--- src/rtl/core/b128_pkg.sv ---
// Shared types, constants and the symbol escape table of the base-128 stream encoder.
package b128_pkg;

    localparam int LINE_LEN_W  = 10;
    localparam int BYTE_W      = 8;
    localparam int SYM_W       = 7;
    localparam int GROUP_BYTES = 7;
    localparam int GROUP_SYMS  = 8;
    localparam int GROUP_W     = GROUP_BYTES * BYTE_W;
    localparam int FILL_W      = 3;
    localparam int SYM_IDX_W   = 3;
    localparam int QUEUE_DEPTH = 2;

    localparam logic [LINE_LEN_W-1:0] LINE_LEN_RESET = 10'd64;

    localparam logic [SYM_W-1:0] CH_COLON = 7'h3A;
    localparam logic [SYM_W-1:0] CH_LF    = 7'h0A;

    typedef struct packed {
        logic [GROUP_W-1:0] bits;
        logic               last;
    } group_t;

    typedef struct packed {
        logic             esc;
        logic [SYM_W-1:0] code;
    } esc_t;

    function automatic esc_t escape_lookup(input logic [SYM_W-1:0] sym);
        esc_t r;
        r.esc  = 1'b1;
        r.code = CH_COLON;
        case (sym)
            7'h3A: r.code = CH_COLON;
            7'h00: r.code = 7'h30;
            7'h02: r.code = 7'h32;
            7'h03: r.code = 7'h33;
            7'h04: r.code = 7'h34;
            7'h05: r.code = 7'h35;
            7'h0D: r.code = 7'h41;
            7'h0A: r.code = 7'h42;
            7'h08: r.code = 7'h43;
            7'h09: r.code = 7'h44;
            7'h5E: r.code = 7'h45;
            default: begin
                r.esc  = 1'b0;
                r.code = sym;
            end
        endcase
        return r;
    endfunction

endpackage

--- src/rtl/core/b128_front.sv ---
// Front end: collects input bytes into groups of seven, or fewer at a message end, and hands finished groups on.
module b128_front (
    input  logic                 aclk,
    input  logic                 aresetn,
    input  logic                 s_tvalid,
    output logic                 s_tready,
    input  logic [7:0]           s_tdata,   // data_byte
    input  logic                 s_tlast,   // message_end
    input  logic                 q_full,
    output logic                 q_push,
    output b128_pkg::group_t     q_data
);

    logic [b128_pkg::FILL_W-1:0] fill_reg, fill_next;
    logic [b128_pkg::BYTE_W-1:0] store_reg [b128_pkg::GROUP_BYTES];
    logic                        accept;
    logic                        complete;

    assign s_tready = !q_full;
    assign accept   = s_tvalid && s_tready;
    assign complete = (fill_reg == b128_pkg::FILL_W'(b128_pkg::GROUP_BYTES - 1)) || s_tlast;
    assign q_push   = accept && complete;

    always_comb begin
        for (int k = 0; k < b128_pkg::GROUP_BYTES; k++) begin
            if (b128_pkg::FILL_W'(k) == fill_reg) begin
                q_data.bits[b128_pkg::GROUP_W-1-b128_pkg::BYTE_W*k -: b128_pkg::BYTE_W] = s_tdata;
            end else if (b128_pkg::FILL_W'(k) < fill_reg) begin
                q_data.bits[b128_pkg::GROUP_W-1-b128_pkg::BYTE_W*k -: b128_pkg::BYTE_W] =
                    store_reg[k];
            end else begin
                q_data.bits[b128_pkg::GROUP_W-1-b128_pkg::BYTE_W*k -: b128_pkg::BYTE_W] = '0;
            end
        end
        q_data.last = s_tlast;
    end

    always_comb begin
        fill_next = fill_reg;
        if (accept) begin
            if (complete) begin
                fill_next = '0;
            end else begin
                fill_next = fill_reg + 1'b1;
            end
        end
    end

    always_ff @(posedge aclk) begin
        if (!aresetn) begin
            fill_reg <= '0;
        end else begin
            fill_reg <= fill_next;
        end
    end

    always_ff @(posedge aclk) begin
        if (accept && !complete) begin
            store_reg[fill_reg] <= s_tdata;
        end
    end

endmodule

--- src/rtl/core/b128_queue.sv ---
// Two-entry group queue between the front end and the character sequencer.
module b128_queue (
    input  logic             aclk,
    input  logic             aresetn,
    input  logic             push,
    input  b128_pkg::group_t push_data,
    output logic             full,
    input  logic             pop,
    output logic             head_valid,
    output b128_pkg::group_t head_data
);

    localparam int PTR_W = $clog2(b128_pkg::QUEUE_DEPTH);
    localparam int CNT_W = $clog2(b128_pkg::QUEUE_DEPTH + 1);

    b128_pkg::group_t  entry_reg [b128_pkg::QUEUE_DEPTH];
    logic [PTR_W-1:0]  wr_ptr_reg, wr_ptr_next;
    logic [PTR_W-1:0]  rd_ptr_reg, rd_ptr_next;
    logic [CNT_W-1:0]  count_reg, count_next;
    logic              do_push;
    logic              do_pop;

    assign full       = (count_reg == CNT_W'(b128_pkg::QUEUE_DEPTH));
    assign head_valid = (count_reg != '0);
    assign head_data  = entry_reg[rd_ptr_reg];
    assign do_push    = push && !full;
    assign do_pop     = pop && head_valid;

    always_comb begin
        wr_ptr_next = wr_ptr_reg;
        rd_ptr_next = rd_ptr_reg;
        count_next  = count_reg;
        if (do_push) begin
            wr_ptr_next = (wr_ptr_reg == PTR_W'(b128_pkg::QUEUE_DEPTH - 1)) ? '0 : wr_ptr_reg + 1'b1;
        end
        if (do_pop) begin
            rd_ptr_next = (rd_ptr_reg == PTR_W'(b128_pkg::QUEUE_DEPTH - 1)) ? '0 : rd_ptr_reg + 1'b1;
        end
        if (do_push && !do_pop) begin
            count_next = count_reg + 1'b1;
        end else if (!do_push && do_pop) begin
            count_next = count_reg - 1'b1;
        end
    end

    always_ff @(posedge aclk) begin
        if (!aresetn) begin
            wr_ptr_reg <= '0;
            rd_ptr_reg <= '0;
            count_reg  <= '0;
        end else begin
            wr_ptr_reg <= wr_ptr_next;
            rd_ptr_reg <= rd_ptr_next;
            count_reg  <= count_next;
        end
    end

    always_ff @(posedge aclk) begin
        if (do_push) begin
            entry_reg[wr_ptr_reg] <= push_data;
        end
    end

endmodule

--- src/rtl/core/b128_back.sv ---
// Back end: cuts a group into symbols, escapes them, inserts line feeds and drives the output beat.
module b128_back (
    input  logic                              aclk,
    input  logic                              aresetn,
    input  logic [b128_pkg::LINE_LEN_W-1:0]   line_length,
    input  logic                              q_valid,
    input  b128_pkg::group_t                  q_data,
    output logic                              q_pop,
    output logic                              m_tvalid,
    input  logic                              m_tready,
    output logic [7:0]                        m_tdata,   // out_char, zero bit
    output logic                              m_tlast,   // stream_last
    output logic                              m_tuser    // run_last
);

    logic                                busy_reg, busy_next;
    logic [b128_pkg::GROUP_W-1:0]        grp_reg, grp_next;
    logic                                last_reg, last_next;
    logic [b128_pkg::SYM_IDX_W-1:0]      sym_idx_reg, sym_idx_next;
    logic                                phase_reg, phase_next;
    logic [b128_pkg::LINE_LEN_W-1:0]     pos_reg, pos_next;
    logic                                lf_sent_reg, lf_sent_next;
    logic                                ovalid_reg, ovalid_next;
    logic [b128_pkg::SYM_W-1:0]          ochar_reg, ochar_next;
    logic                                orun_reg, orun_next;
    logic                                ostream_reg, ostream_next;

    logic [b128_pkg::SYM_W-1:0]          sym;
    b128_pkg::esc_t                      esc;
    logic                                lf_needed;
    logic                                sym_done;
    logic                                grp_done;
    logic                                adv;
    logic [b128_pkg::SYM_W-1:0]          ch;

    assign sym       = grp_reg[b128_pkg::GROUP_W-1 -: b128_pkg::SYM_W];
    assign esc       = b128_pkg::escape_lookup(sym);
    // a line feed is always followed by a character, even at line length zero
    assign lf_needed = !lf_sent_reg && (pos_reg >= line_length);
    assign sym_done  = !lf_needed && (phase_reg || !esc.esc);
    assign grp_done  = sym_done && (sym_idx_reg == b128_pkg::SYM_IDX_W'(b128_pkg::GROUP_SYMS - 1));
    assign adv       = busy_reg && (!ovalid_reg || m_tready);
    assign q_pop     = !busy_reg && q_valid;

    always_comb begin
        if (lf_needed) begin
            ch = b128_pkg::CH_LF;
        end else if (phase_reg) begin
            ch = esc.code;
        end else if (esc.esc) begin
            ch = b128_pkg::CH_COLON;
        end else begin
            ch = sym;
        end
    end

    always_comb begin
        busy_next    = busy_reg;
        grp_next     = grp_reg;
        last_next    = last_reg;
        sym_idx_next = sym_idx_reg;
        phase_next   = phase_reg;
        pos_next     = pos_reg;
        lf_sent_next = lf_sent_reg;
        ovalid_next  = ovalid_reg;
        ochar_next   = ochar_reg;
        orun_next    = orun_reg;
        ostream_next = ostream_reg;

        if (adv) begin
            ovalid_next  = 1'b1;
            ochar_next   = ch;
            orun_next    = grp_done;
            ostream_next = grp_done && last_reg;
            lf_sent_next = lf_needed;
            if (lf_needed || (grp_done && last_reg)) begin
                pos_next = '0;
            end else begin
                pos_next = pos_reg + 1'b1;
            end
            if (!lf_needed) begin
                if (sym_done) begin
                    phase_next   = 1'b0;
                    sym_idx_next = sym_idx_reg + 1'b1;
                    grp_next     = {grp_reg[b128_pkg::GROUP_W-b128_pkg::SYM_W-1:0],
                                    {b128_pkg::SYM_W{1'b0}}};
                end else begin
                    phase_next = 1'b1;
                end
            end
            if (grp_done) begin
                busy_next = 1'b0;
            end
        end else if (m_tready) begin
            ovalid_next = 1'b0;
        end

        if (q_pop) begin
            busy_next    = 1'b1;
            grp_next     = q_data.bits;
            last_next    = q_data.last;
            sym_idx_next = '0;
            phase_next   = 1'b0;
        end
    end

    always_ff @(posedge aclk) begin
        if (!aresetn) begin
            busy_reg    <= 1'b0;
            sym_idx_reg <= '0;
            phase_reg   <= 1'b0;
            pos_reg     <= '0;
            lf_sent_reg <= 1'b0;
            ovalid_reg  <= 1'b0;
        end else begin
            busy_reg    <= busy_next;
            sym_idx_reg <= sym_idx_next;
            phase_reg   <= phase_next;
            pos_reg     <= pos_next;
            lf_sent_reg <= lf_sent_next;
            ovalid_reg  <= ovalid_next;
        end
    end

    always_ff @(posedge aclk) begin
        grp_reg     <= grp_next;
        last_reg    <= last_next;
        ochar_reg   <= ochar_next;
        orun_reg    <= orun_next;
        ostream_reg <= ostream_next;
    end

    assign m_tvalid = ovalid_reg;
    assign m_tdata  = {1'b0, ochar_reg};
    assign m_tlast  = ostream_reg;
    assign m_tuser  = orun_reg;

endmodule

--- src/rtl/core/base128_stream_encoder.sv ---
// Base-128 stream encoder: top level with the line length register.
//
// Bytes are taken one per beat and packed, seven at a time, into eight 7-bit
// symbols (a final partial group is padded with zeros); each symbol is escaped
// to one or two characters and a line feed is inserted whenever a line reaches
// line_length characters. The character sequencer emits one character per
// cycle while the output is not stalled, so a group of seven bytes costs its
// 8 to 32 characters plus a fetch of the group from the two-entry queue. The
// input side takes a byte every cycle until that queue is full; in steady
// state the output character rate sets the throughput, and a message shorter
// than seven bytes still costs a whole group of 8 to 32 characters. Writes to
// line_length take effect on the next character and belong to idle periods.
module base128_stream_encoder (
    input  logic       aclk,
    input  logic       aresetn,
    input  logic       cfg_wr_en,
    input  logic [9:0] cfg_wr_data,   // line_length
    input  logic       s_tvalid,
    output logic       s_tready,
    input  logic [7:0] s_tdata,       // data_byte
    input  logic       s_tlast,       // message_end
    output logic       m_tvalid,
    input  logic       m_tready,
    output logic [7:0] m_tdata,       // out_char, zero bit
    output logic       m_tlast,       // stream_last
    output logic       m_tuser        // run_last
);

    logic [b128_pkg::LINE_LEN_W-1:0] line_len_reg;
    logic                            q_full;
    logic                            q_push;
    b128_pkg::group_t                q_in;
    logic                            q_pop;
    logic                            q_valid;
    b128_pkg::group_t                q_out;

    always_ff @(posedge aclk) begin
        if (!aresetn) begin
            line_len_reg <= b128_pkg::LINE_LEN_RESET;
        end else if (cfg_wr_en) begin
            line_len_reg <= cfg_wr_data;
        end
    end

    b128_front u_front (
        .aclk     (aclk),
        .aresetn  (aresetn),
        .s_tvalid (s_tvalid),
        .s_tready (s_tready),
        .s_tdata  (s_tdata),
        .s_tlast  (s_tlast),
        .q_full   (q_full),
        .q_push   (q_push),
        .q_data   (q_in)
    );

    b128_queue u_queue (
        .aclk       (aclk),
        .aresetn    (aresetn),
        .push       (q_push),
        .push_data  (q_in),
        .full       (q_full),
        .pop        (q_pop),
        .head_valid (q_valid),
        .head_data  (q_out)
    );

    b128_back u_back (
        .aclk        (aclk),
        .aresetn     (aresetn),
        .line_length (line_len_reg),
        .q_valid     (q_valid),
        .q_data      (q_out),
        .q_pop       (q_pop),
        .m_tvalid    (m_tvalid),
        .m_tready    (m_tready),
        .m_tdata     (m_tdata),
        .m_tlast     (m_tlast),
        .m_tuser     (m_tuser)
    );

endmodule

--- config.mk ---
export PLATFORM = sky130hd
export DESIGN_NAME = base128_stream_encoder
export DESIGN_NICKNAME = d
export VERILOG_FILES = /design/src/rtl/core/b128_pkg.sv /design/src/rtl/core/b128_front.sv /design/src/rtl/core/b128_queue.sv /design/src/rtl/core/b128_back.sv /design/src/rtl/core/base128_stream_encoder.sv
export SDC_FILE = /design/constraint.sdc
export NUM_CORES = 1
export LEC_CHECK = 0
export ABC_AREA = 1
export BUFFER_PORTS_ARGS = -buffer_cell sky130_fd_sc_hd__buf_2
export CORE_MARGIN = 2
export CORE_UTILIZATION = 45
export CTS_CLUSTER_DIAMETER = 30
export CTS_CLUSTER_SIZE = 24
export DETAILED_ROUTE_END_ITERATION = 7
export HOLD_SLACK_MARGIN = 0.05
export SETUP_SLACK_MARGIN = 0.4
export SLEW_MARGIN = 5
export SYNTH_ARGS = -nofsm -noshare
export SYNTH_HDL_FRONTEND = slang
export SYNTH_SLANG_ARGS = --single-unit
--- constraint.sdc ---
create_clock -name aclk -period 4.2 [get_ports aclk]
set_clock_uncertainty 0.1 [all_clocks]
set_input_delay 1.05 -clock aclk [delete_from_list [all_inputs] [get_ports aclk]]
set_output_delay 1.05 -clock aclk [all_outputs]
set_load 0.03 [all_outputs]
# ---- Word level (Yosys, flattened, before mapping)
# Memory sizes are Yosys's and may differ from the RTL's. A register that Yosys moved wholly into a read port is not among the register bits.
# Cells that the tools add are included.
dict set report op_classes {
  add_sub_neg 7
  n_mul 0
  div_mod_pow 0
  n_lt_le_gt_ge 8
  n_eq_ne 20
  shift 0
  n_mux 40
  bitwise 2
  reduce_logical 40
}
# operator n
set op_table {}
lappend op_table {{two-way mux 56 bit} 4}
lappend op_table {{two-way mux 8 bit} 14}
lappend op_table {{one-hot mux 7 bit (11 select lines)} 1}
lappend op_table {{== test 7 x 4 -> 1 bit (second input constant)} 4}
lappend op_table {{two-way mux 1 bit} 15}
lappend op_table {{== test 7 x 2 -> 1 bit (second input constant)} 2}
lappend op_table {{== test 7 x 3 -> 1 bit (second input constant)} 2}
lappend op_table {{two-way mux 7 bit} 2}
lappend op_table {{logical AND 1 bit} 13}
lappend op_table {{nonzero test 2 bit} 6}
lappend op_table {{OR reduction 11 bit} 1}
lappend op_table {{adder 10 x 1 -> 10 bit (second input constant)} 1}
lappend op_table {{greater-or-equal comparator 10 bit} 1}
lappend op_table {{two-way mux 10 bit} 1}
lappend op_table {{== test 3 bit (first input constant)} 3}
lappend op_table {{zero test 1 bit} 9}
lappend op_table {{less-than comparator 3 bit (first input constant)} 3}
lappend op_table {{== test 7 x 6 -> 1 bit (second input constant)} 1}
lappend op_table {{== test 7 bit (second input constant)} 1}
lappend op_table {{zero test 7 bit} 1}
lappend op_table {{adder 3 x 1 -> 3 bit (second input constant)} 2}
lappend op_table {{== test 2 x 3 -> 1 bit (first input constant)} 2}
lappend op_table {{== test 3 bit (second input constant)} 2}
lappend op_table {{less-than comparator 1 x 3 -> 1 bit (first input constant)} 2}
lappend op_table {{other kinds (15)} 24}
dict set report word_totals {
  register_bits 100
  latchBits 0
  ram_bits 170
  mem_bits_ro 0
  in_bits 24
  out_inout_bits 12
  wordCells 135
  memories 2
}
# name depth word_bits read_ports rd_ports_with_merged_regs wr line
set mem_list {}
lappend mem_list {u_queue.entry_reg 2 57 1 1 1 b128_queue.sv:16} ;# b128_pkg::group_t entry_reg [b128_pkg::QUEUE_DEPTH];
lappend mem_list {u_front.store_reg 7 8 7 0 1 b128_front.sv:15} ;# logic [b128_pkg::BYTE_W-1:0] store_reg [b128_pkg::GROUP_BYTES];

# ---- Logic depth before layout (Yosys ltp)
# Gate-level depths: netlist of the first run.
dict set report depth {
  ltp_word 10
  mapped_depth 14
  depth_no_buf 14
}

# ---- By module
# A second synthesis of the first run with hierarchy kept.
dict set report unflattened {
  hier_cells 991
  hier_area_um2 11750.0
}
# module n_inst cells_per_inst area_each_um2 seq_area_each_um2
set by_module_without_submodules {}
lappend by_module_without_submodules {b128_queue 1 214 4478.0 3523.4}
lappend by_module_without_submodules {b128_back 1 472 4197.8 2322.2}
lappend by_module_without_submodules {b128_front 1 243 2665.1 1741.7}
lappend by_module_without_submodules {base128_stream_encoder 1 62 409.1 200.2}

# ---- Worst setup path after synthesis of the first run
# No wires, ideal clock.
dict set report synth_path {
  path_type {in2reg}
  start {input s_tvalid}
  end {memory u_queue.entry_reg[1][0] in the netlist's numbering (enable)}
  setup_time_ns 0.473
  arrival_ns 3.859
  required_time_ns 3.627
  setup_slack_ns -0.232
  path_stages 4
  n_path_buf 0
  cell_sequence {nand2_1 nor2_1 inv_1 nor2_1}
}
dict set report synth_via {
  elab_chain_len 5
}
# element line
set synth_lines {}
lappend synth_lines {{from (decl)} base128_stream_encoder.sv:18} ;# input logic s_tvalid,
lappend synth_lines {{logical AND 1 bit} b128_front.sv:20} ;# assign accept = s_tvalid && s_tready;
lappend synth_lines {{logical AND 1 bit} b128_front.sv:22} ;# assign q_push = accept && complete;
lappend synth_lines {{logical AND 1 bit} b128_queue.sv:26} ;# assign do_push = push && !full;
lappend synth_lines {{net u_queue.do_push} b128_queue.sv:20} ;# logic do_push;
lappend synth_lines {{two-way mux 1 bit} b128_queue.sv:59} ;# if (do_push) begin
lappend synth_lines {{two-way mux 1 bit (implied by the code)} b128_queue.sv:60} ;# entry_reg[wr_ptr_reg] <= push_data;
lappend synth_lines {{to (decl)} b128_queue.sv:16}
# The timed path passes the listed nets, and every way through them passes these cells.

# ---- Final worst setup path of the first run
dict set report layout_path {
  start {register u_front.fill_reg[1] in the netlist's numbering}
  end {memory u_queue.entry_reg[1][36] in the netlist's numbering (enable)}
}
dict set report layout_via {
  elab_chain_len 6
}
# element line
set layout_lines {}
lappend layout_lines {{from (decl)} b128_front.sv:14} ;# logic [b128_pkg::FILL_W-1:0] fill_reg, fill_next;
lappend layout_lines {{from (signal assigned)} b128_front.sv:53} ;# fill_reg <= fill_next;
lappend layout_lines {{== test 3 bit} b128_front.sv:21} ;# assign complete = (fill_reg == b128_pkg::FILL_W'(b128_pkg::GROUP_BYTES - 1)) || s_tlast;
lappend layout_lines {{logical OR 1 bit} b128_front.sv:21}
lappend layout_lines {{logical AND 1 bit} b128_front.sv:22}
lappend layout_lines {{logical AND 1 bit} b128_queue.sv:26}
lappend layout_lines {{net u_queue.do_push} b128_queue.sv:20}
lappend layout_lines {{two-way mux 1 bit} b128_queue.sv:59}
lappend layout_lines {{two-way mux 1 bit (implied by the code)} b128_queue.sv:60}
# The timed path passes the listed nets, and every way through them passes these cells.

==> metrics, run 1 <==
largest family of logic cells by synthesized area simple AND/OR/NAND/NOR gates; simple-gate share of the synthesized area between 10% and 20%; RSZ-0062 raised after global routing no; Post-Place Cell Area 11,700 um2; clock slew seen by the registers of the worst setup and hold paths approximately 50 ps; Final Net Count 1,078; final period utilization 69.7%; M1 GR Usage approximately a quarter; Final setup viols 0; Slew @ Worst Pin approximately 940 ps; Area Overhead vs Synth 21.2%; Starting Density between 40% and 50%; Critical Path Slowest Stage Cell dfxtp_1; peak supply drop 0.433 mV; antenna violations before repair 0; Detail Placement HPWL 14,600 um; met3 Use GR 3.18%; port bufs 34; WL final 22,300 um; Layout Cells excl Fill 1,401; vias in the first global route 6,496; die footprint about 26,000 um2; slowest stage delay, CP 760 ps; Mapped Avg Cell Area 11.4 um2; DRT iter0 DRCs 610; post-cts sizing count 0; clk buf depth 3; number of cell rows 57; Netlist cell types 40; pwr/cell area ~720 nW/um2; CTS Root Buffer Type clkbuf_16; syn nets approximately 1,000; Adder-Cell Fraction of Synth Area 1.90%; grt met2 use 25.5%; crit-path cells ha_1 -> nand2_1 -> inv_1 -> nor2_1 -> nor2_1 -> inv_1 -> nor2_4 -> buf_4; vias post-DR ~7,000; multiplexer share of the synthesized area 0.806%; Hold Buf Count CTS 0; delay-heaviest family, CP flip-flops; synthesized area 11,200 um2; fmax between 300 and 400 MHz; total negative slack 0 ps; post-layout util a little under three fifths; Post-Syn Instances 978; First-pass DRT Iterations 5; Die Y 162 um; # diodes 0; Max Cap Viol 0; DRC 0; H-tree Lvls 2; Leak 5.20 nW; largest net degree at the start of global routing 107; Setup crit start kind flip-flop; clk_lat worst skew 530 ps; EDFF count, synth 236; #FFs+latches synth 271; critical path type flip-flop to flip-flop; crit path max fanout 31; HP Class flip-flop to flip-flop; required time worst endpoint 4260 ps; most used routing layer met1; Seq/Total Area, Yosys 69.7%; remaining antenna violation count after routing 0; Final Critical Period 2930 ps; Final GP Congestion 0.907; Die X 162 um; ys flop type edfxtp_1; GRT Resource Usage Total 17.5%; count of final hold-check violations 0; total CTS buffers 48; asr flop ratio synth 0%; xor and xnor area share after synthesis less than 1%; first-pass GRT wire length 35,200 um; share of cells above drive strength 1 around 16%; Compound-Gate Fraction of Synth Area 10.5%; status finished, final reports clean; # clock sinks 271; I/O Pins 36; total power slightly below 10 mW; max reg flops 114; routed len/inst approximately 16 um; TritonCTS clock tree done; relative slew slack between 30 and 40%; Worst Path Arrival 2990 ps; core area 24,400 um2; critical path endpoint category flip-flop; Setup Fix Bufs, Post-CTS 0; Placed Cells 1,311; crit path buf inv count 3; fin area 13,500 um2; GR Overflow Total 0; max-slew violations 0; Via density ~5.0; Ys Warns 0
[where the power goes]
part           total (mW)  internal (mW)  switching [mW]
sequential           3.84           3.66           0.176
combinational        1.70          0.483            1.22
clock                4.26           2.95            1.30
total                9.79           7.10            2.70
[final timing paths]
| kind | to | start | slack, ps | cells past startpoint |
|---|---|---|---|---|
| max | u_queue.entry_reg[1][36] | u_front.fill_reg[1] | 1270 | 8 |
| min reg2reg | flip-flop | u_queue.rd_ptr_reg | 350 | 1 |
| max reg2reg | u_queue.entry_reg[1][36] | u_front.fill_reg[1] | 1270 | 8 |
| min | flip-flop | u_queue.rd_ptr_reg | 350 | 1 |
[metrics by stage]
step | setup WS, ps | hold WS (ps)
after global placement | 1300 | 327
after floorplan | 657 | 326
after detailed placement | 1290 | 334
final | 1270 | 346
after CTS | 1270 | 343
after global routing | 972 | 379
[worst register-to-register path: stages, from the launching register on]
cell     delay, ps
dfxtp_1        760
ha_1           300
nand2_1        290
inv_1          170
nor2_1          50
nor2_1         210
inv_1          160
nor2_4         110
buf_4          390
[Yosys cell counts, types with 2 or more instances]
library cell	count	area, um2
nor3_1	8	40.0
a21oi_1	35	175
nor2_4	2	22.5
nand3_1	48	240
inv_2	6	22.5
inv_1	110	413
nand2_2	6	37.5
nor2_2	2	12.5
ha_1	17	213
nor2_1	36	135
dfxtp_1	35	701
or2_2	3	18.8
o21ai_0	175	876
nand2_4	2	22.5
clkbuf_1	34	128
mux2_2	8	90.1
a41oi_1	2	17.5
nand2_1	180	676
edfxtp_1	236	7090
o22ai_1	8	50.1
nand4_1	2	12.5
xor2_1	4	35.0
o21ai_1	2	10.0
[cell usage in the layout, fill, tap and decap left out, types with 4 or more instances in the layout]
| cell | n |
|---|---|
| nor3_1 | 8 |
| buf_2 | 34 |
| dfxtp_1 | 34 |
| nor2_1 | 34 |
| edfxtp_1 | 236 |
| clkinvlp_4 | 5 |
| mux2_2 | 8 |
| a21oi_1 | 35 |
| nand2_2 | 7 |
| o21ai_0 | 175 |
| inv_1 | 110 |
| ha_1 | 17 |
| bufinv_16 | 12 |
| buf_4 | 10 |
| nor2_4 | 4 |
| o22ai_1 | 8 |
| inv_6 | 7 |
| inv_2 | 6 |
| nand3_1 | 48 |
| nand2_1 | 179 |
| clkbuf_16 | 49 |
| clkbuf_8 | 4 |
| clkinv_1 | 4 |
| clkinv_4 | 4 |
| xor2_1 | 4 |
[routing by layer]
metal | routed length (um) | vias to the layer above | part of all wire, %
li1 | - | 3533 | -
met1 | 10900 | 3240 | 49
met2 | 9810 | 164 | 44
met3 | 1260 | 33 | 5.6
met4 | 392 | 0 | 1.8
met5 | 0 | - | 0
[final cells by class]
class	instances	area (um2)
clock inverters	34	520
fillers	2065	10800
repair buffers	46	285
multi-input cells	553	2820
flip-flops and latches	271	7790
clock buffers	56	1290
well taps	324	405
inverters	117	439
[cell families (layout without fill, tap and decap cells)]
group / Yosys count / after routing
mux: 8 / 8
flops: 271 / 271
buf+inv: 154 / 253
other cells: 1 / 1
xor+xnor: 5 / 5
compound gates: 228 / 228
fa+ha+maj: 17 / 17
simple gates: 294 / 294
(Power assumes the default switching activity.)
==> run 2: changes to the inputs <==
- ABC_AREA: 1 -> 0
- clock period: 4.2 -> 2.53 ns (I/O delays scaled with it)
==> metrics, run 2 <==
crit-path cells inv_2 -> ha_4 -> nand2b_4 -> a21o_1 -> a2111oi_4 -> or2_4 -> o21ai_4 -> o21ai_4 -> buf_8 -> clkbuf_16; pwr/cell area 1190 nW/um2; GR Overflow Total 0; First-pass DRT Iterations 5; HP Class input port to flip-flop; reg2reg start u_back.pos_reg[0]; clk buf depth 3; fmax 405 MHz; most frequent cells after synthesis 236 x edfxtp_1, 91 x nand2_1, 72 x o21ai_0, 68 x mux2i_1, 38 x a22o_1; Final Net Count 960; max reg flops about 110; vias in the first global route 6,927; post-synth top area share between 60% and 70%; Die Y between 150 and 200 um; required time worst endpoint 2680 ps; max-slew violations 0; first-pass GRT wire length 37,100 um; total negative slack 0 ps; EDFF count, synth between 200 and 250; most used cell, CP o21ai_4; GRT Resource Usage Total 18.4%; clock slew seen by the registers of the worst setup and hold paths 50 ps; asr flop ratio synth 0%; Mapped Avg Cell Area 13.9 um2; largest net degree at the start of global routing 67; vias post-DR 6,741; peak supply drop 0.604 mV; commonest non-fill, non-tap cell in the layout edfxtp_1; Final GP Congestion 0.850; total CTS buffers 54; H-tree Lvls 2; critical path type flip-flop to flip-flop; Slew @ Worst Pin 592 ps; status finished, final reports clean; antenna violations before repair 0; Final Critical Period approximately 2500 ps; Layout Cells excl Fill 1,289; Compound-Gate Fraction of Synth Area 10.1%; Hold Buf Count CTS 0; multiplexer share of the synthesized area 6.31%; share of cells above drive strength 1 about 29%; # diodes 0; Area Overhead vs Synth 30.4%; simple-gate share of the synthesized area between 8 and 9%; reg2reg end u_back.grp_reg[49]; relative slew slack 60.1%; Placed Cells between 1,000 and 1,500; remaining antenna violation count after routing 0; largest family of logic cells by synthesized area compound AO/OA/AOI/OAI gates; Setup crit start kind flip-flop; Ys Warns 0; xor and xnor area share after synthesis 0.629%; RSZ-0062 raised after global routing yes; delay-heaviest family, CP compound AO/OA/AOI/OAI gates; crit path buf inv count 3; WL final 23,600 um; die footprint 26,000 um2; ys flop type edfxtp_1; synthesized area 11,100 um2; number of cell rows 57; Detail Placement HPWL 14,700 um; routed len/inst 18.3 um; reg2reg path depth 10; DRT iter0 DRCs between 400 and 500; Worst R2R Setup Slack 60 ps; Worst Path Arrival 2620 ps; commonest cells after routing, fill and taps aside 236 x edfxtp_1, 89 x nand2_1, 71 x o21ai_0; instance count on the critical path 10; Leak 5.30 nW; Critical Path End u_back.grp_reg[49]; Critical Path Source u_back.pos_reg[0]; # clock sinks 271; # fillers roughly 1,900; Critical Path Slowest Stage Cell a2111oi_4; count of final hold-check violations 0; core area 24,300 um2; Adder-Cell Fraction of Synth Area 1.91%; Starting Density about 46%; slowest stage delay, CP around 350 ps; Via density 5.23; largest cells by area after synthesis edfxtp_1 64%, dfxtp_1 6.3%, mux2i_1 6.1%, o21ai_0 3.2%, nand2_1 3.1%; critical path endpoint category flip-flop; final period utilization between 90% and 100%; cell with the most instances after synthesis edfxtp_1; area leader, netlist edfxtp_1; Die X approximately 160 um; Post-Syn Instances 799; Final setup viols 0; DRC 0; Hold Slack ~220 ps; port bufs 34; Netlist cell types between 50 and 60; syn nets 840; clk_lat worst skew 550 ps; #FFs+latches synth 271; TritonCTS clock tree done; crit path max fanout 4; Seq/Total Area, Yosys a little over two thirds; CTS Root Buffer Type clkbuf_16; Max Cap Viol 0; I/O Pins 36
==> run 2: changes by cell type after synthesis, sizes merged, moves of 11 or more <==
| cell | previous run | this run |
|---|---|---|
| a21oi | 35 | 11 |
| a22o | 0 | 38 |
| and2 | 0 | 11 |
| inv | 116 | 22 |
| mux2i | 0 | 68 |
| nand2 | 188 | 92 |
| nand3 | 49 | 8 |
| nor2b | 0 | 16 |
| o21ai | 177 | 86 |
==> run 2: layout make-up <==
type	instances	area (um2)	share of cell area [%]
Sequential cell	271	7810	53.7
Multi-Input combinational cell	467	3450	23.7
Clock buffer	67	1430	9.84
Timing Repair Buffer	103	946	6.51
Clock inverter	35	408	2.81
Tap cell	324	405	2.79
Inverter	22	85.1	0.585
==> run 2: kinds of logic (layout without fill, tap and decap cells) <==
kind of cell	count (synthesis)	after routing
AOI/OAI and AO/OA	165	165
xor gates and xnor gates	8	8
adders and majority gates	17	17
buffers and inverters	61	227
DFF	271	271
muxes	70	70
other	1	1
and+or+nand+nor	206	206
==> run 2: what timing repair did <==
action,4_1_cts,5_1_grt
resized for setup,37,26
gates cloned,4,3
pin swaps,12,11
setup endpoints to repair,99,95
setup buffers,24,7
==> run 2: through the flow <==
stage                     worst slack [ps]  area, um2  util, %  power, mW
after CTS                             86.6      14300     58.8       17.2
final                                 60.8      14500     59.8       17.3
after global routing                 -26.4      14500     59.8       18.2
after floorplan                       -581      11300        -       8.40
after detailed placement             -14.9      12000     49.3       9.37
after global placement                7.22      12000     49.3       9.27
==> run 2: tightest hold or removal path: cells and delay by family <==
kind | cells | cell delay, ps
buffers and inverters | 1 | 80
AND/OR/NAND/NOR | 1 | 50
AO/OA/AOI/OAI | 1 | 70
==> run 2: how the worst min path moves through the flow <==
stage	end	start	slack, ps	cells past startpoint
final	line_len_reg[6]	cfg_wr_data[6]	220	3
after global routing	line_len_reg[6]	cfg_wr_data[6]	220	3
after CTS	line_len_reg[6]	cfg_wr_data[6]	200	3
after detailed placement	u_back.sym_idx_reg[2]	u_back.sym_idx_reg[2]	360	2
after global placement	u_back.sym_idx_reg[2]	u_back.sym_idx_reg[2]	350	2
after floorplan	u_back.lf_sent_reg	u_back.lf_sent_reg	330	2
==> run 2: routing by layer <==
layer / vias up / share of wire, % / GRT usage (%)
li1: 3253 / - / -
met4: 0 / 1.7 / 5.68
met1: 3315 / 46 / 25.0
met5: - / 0 / 0
met2: 137 / 49 / 30.5
met3: 36 / 3.7 / 3.21
==> run 2: where the power goes <==
part | switching [mW] | internal, mW
Clock | 2.30 | 4.66
Sequential | 0.355 | 6.05
Combinational | 2.19 | 1.79
Total | 4.84 | 12.5
==> run 3: changes to the inputs <==
- PLACE_DENSITY: default -> 0.59
==> metrics, run 3 (same netlist as run 2, synthesis figures left out) <==
status finished, final reports clean; relative slew slack 60.3%; clock slew seen by the registers of the worst setup and hold paths 50 ps; total negative slack 0 ps; fin area about 15,000 um2; Area Overhead vs Synth 33.5%; Post-Place Cell Area 12,000 um2; GRT Resource Usage Total 18.7%; max-slew violations 0; final period utilization 99.1%; count of final hold-check violations 0; clk_lat worst skew 570 ps; Final setup viols 0; routed len/inst 18.8 um; First-pass DRT Iterations 5; remaining antenna violation count after routing 0; DRC 0; required time worst endpoint 2700 ps; share of cells above drive strength 1 roughly 31%; Hold Slack 216 ps; Hold Crit Endpoint line_len_reg[1]; reg2reg start u_back.pos_reg[0]; Max Cap Viol 0; antenna violations before repair 0; commonest cells after routing, fill and taps aside 236 x edfxtp_1, 88 x nand2_1, 69 x o21ai_0; reg2reg path depth 11; total CTS buffers 59; I/O Pins 36; total power approximately 18 mW; Critical Path Slowest Stage Cell dfxtp_2; peak supply drop between 0.8 and 0.9 mV; HP Class input port to flip-flop; # diodes 0; Slew @ Worst Pin 593 ps; HP Start cfg_wr_data[1]; number of cell rows 57; TritonCTS clock tree done; Worst R2R Setup Slack between 20 and 25 ps; # fillers 1,790; DRT iter0 DRCs 622; vias in the first global route 7,130; pwr/cell area roughly 1200 nW/um2; CTS Root Buffer Type clkbuf_16; Worst Path Arrival 2670 ps; core area 24,300 um2; delay-heaviest family, CP compound AO/OA/AOI/OAI gates; critical path endpoint category flip-flop; Final Critical Period about 2500 ps; Setup crit start kind flip-flop; Final Net Count 976; crit-path cells inv_2 -> ha_4 -> nand2b_4 -> a21o_1 -> a2111oi_4 -> or2_4 -> o21ai_4 -> o21ai_4 -> buf_6 -> buf_8 -> clkbuf_16; max reg flops 114; Die X 161 um; crit path buf inv count 4; GR Overflow Total 0; critical path type flip-flop to flip-flop; Placed Cells 1,153; Layout Cells excl Fill 1,308; RSZ-0062 raised after global routing yes; Leak 5.46 nW; vias post-DR 6,912; H-tree Lvls 2; # clock sinks 271; Die Y 161 um; port bufs 34; first-pass GRT wire length 38,100 um; clk buf depth 3; WL final 24,600 um; Via density 5.28; die footprint 26,000 um2; slowest stage delay, CP 340 ps; Hold Path Cell Cnt 3; crit path max fanout 5; reg2reg end u_back.grp_reg[46]; commonest non-fill, non-tap cell in the layout edfxtp_1; largest net degree at the start of global routing 108; fmax 399 MHz; Detail Placement HPWL 15,000 um; most used cell, CP o21ai_4; Final GP Congestion 0.861; Hold Buf Count CTS 0; Starting Density 45.8%
==> run 3: layout make-up <==
cell class / count / area [um2] / share of cell area [%]
Clock buffer: 62 / 1490 / 10.0
Inverter: 22 / 85.1 / 0.572
Tap cell: 324 / 405 / 2.73
Sequential cell: 271 / 7810 / 52.5
Clock inverter: 48 / 554 / 3.73
Timing Repair Buffer: 114 / 1070 / 7.17
Multi-Input combinational cell: 467 / 3470 / 23.3
==> run 3: stage by stage <==
stage	worst slack (ps)	util [%]
2_1_floorplan	-581	-
5_1_grt	-77.0	61.2
3_5_place_dp	-28.6	49.5
4_1_cts	59.1	59.8
6_report	23.3	61.2
3_3_place_gp	21.6	49.5
==> run 3: where the power goes <==
| part | internal (mW) | switching [mW] |
|---|---|---|
| Clock | 5.20 | 2.46 |
| Combinational | 2.03 | 2.31 |
| Sequential | 6.06 | 0.389 |
==> run 3: worst max path at each step <==
stage,from,to,slack [ps],depth (start not counted)
3_5_place_dp,line_len_reg[8],u_back.grp_reg[17],-30,9
4_1_cts,u_back.pos_reg[0],u_back.grp_reg[16],60,11
6_report,u_back.pos_reg[0],u_back.grp_reg[46],20,11
5_1_grt,u_back.pos_reg[0],u_back.grp_reg[46],-80,11
3_3_place_gp,line_len_reg[8],u_back.grp_reg[23],20,9
2_1_floorplan,u_back.pos_reg[7],u_back.grp_reg[0],-580,7
==> run 3: what timing repair did <==
action | CTS | global route
endpoints found under the setup margin | 102 | 121
pin swaps | 18 | 19
buffers inserted | 31 | 5
cloned | 3 | 6
gates resized for setup | 35 | 41
==> run 3: worst register-to-register path: stages (launching register included) <==
cell and delay, ps:
dfxtp_2 340, inv_2 50, ha_4 200, nand2b_4 130, a21o_1 200, a2111oi_4 350
or2_4 200, o21ai_4 70, o21ai_4 170, buf_6 140, buf_8 120, clkbuf_16 150
==> run 3: metal layers <==
layer / vias up / share of wire [%] / global-route usage [%]
met4: 0 / 2.6 / 7.02
met3: 55 / 5.5 / 3.88
met1: 3352 / 43 / 24.9
met5: - / 0 / 0
met2: 212 / 49 / 30.6
li1: 3293 / - / -
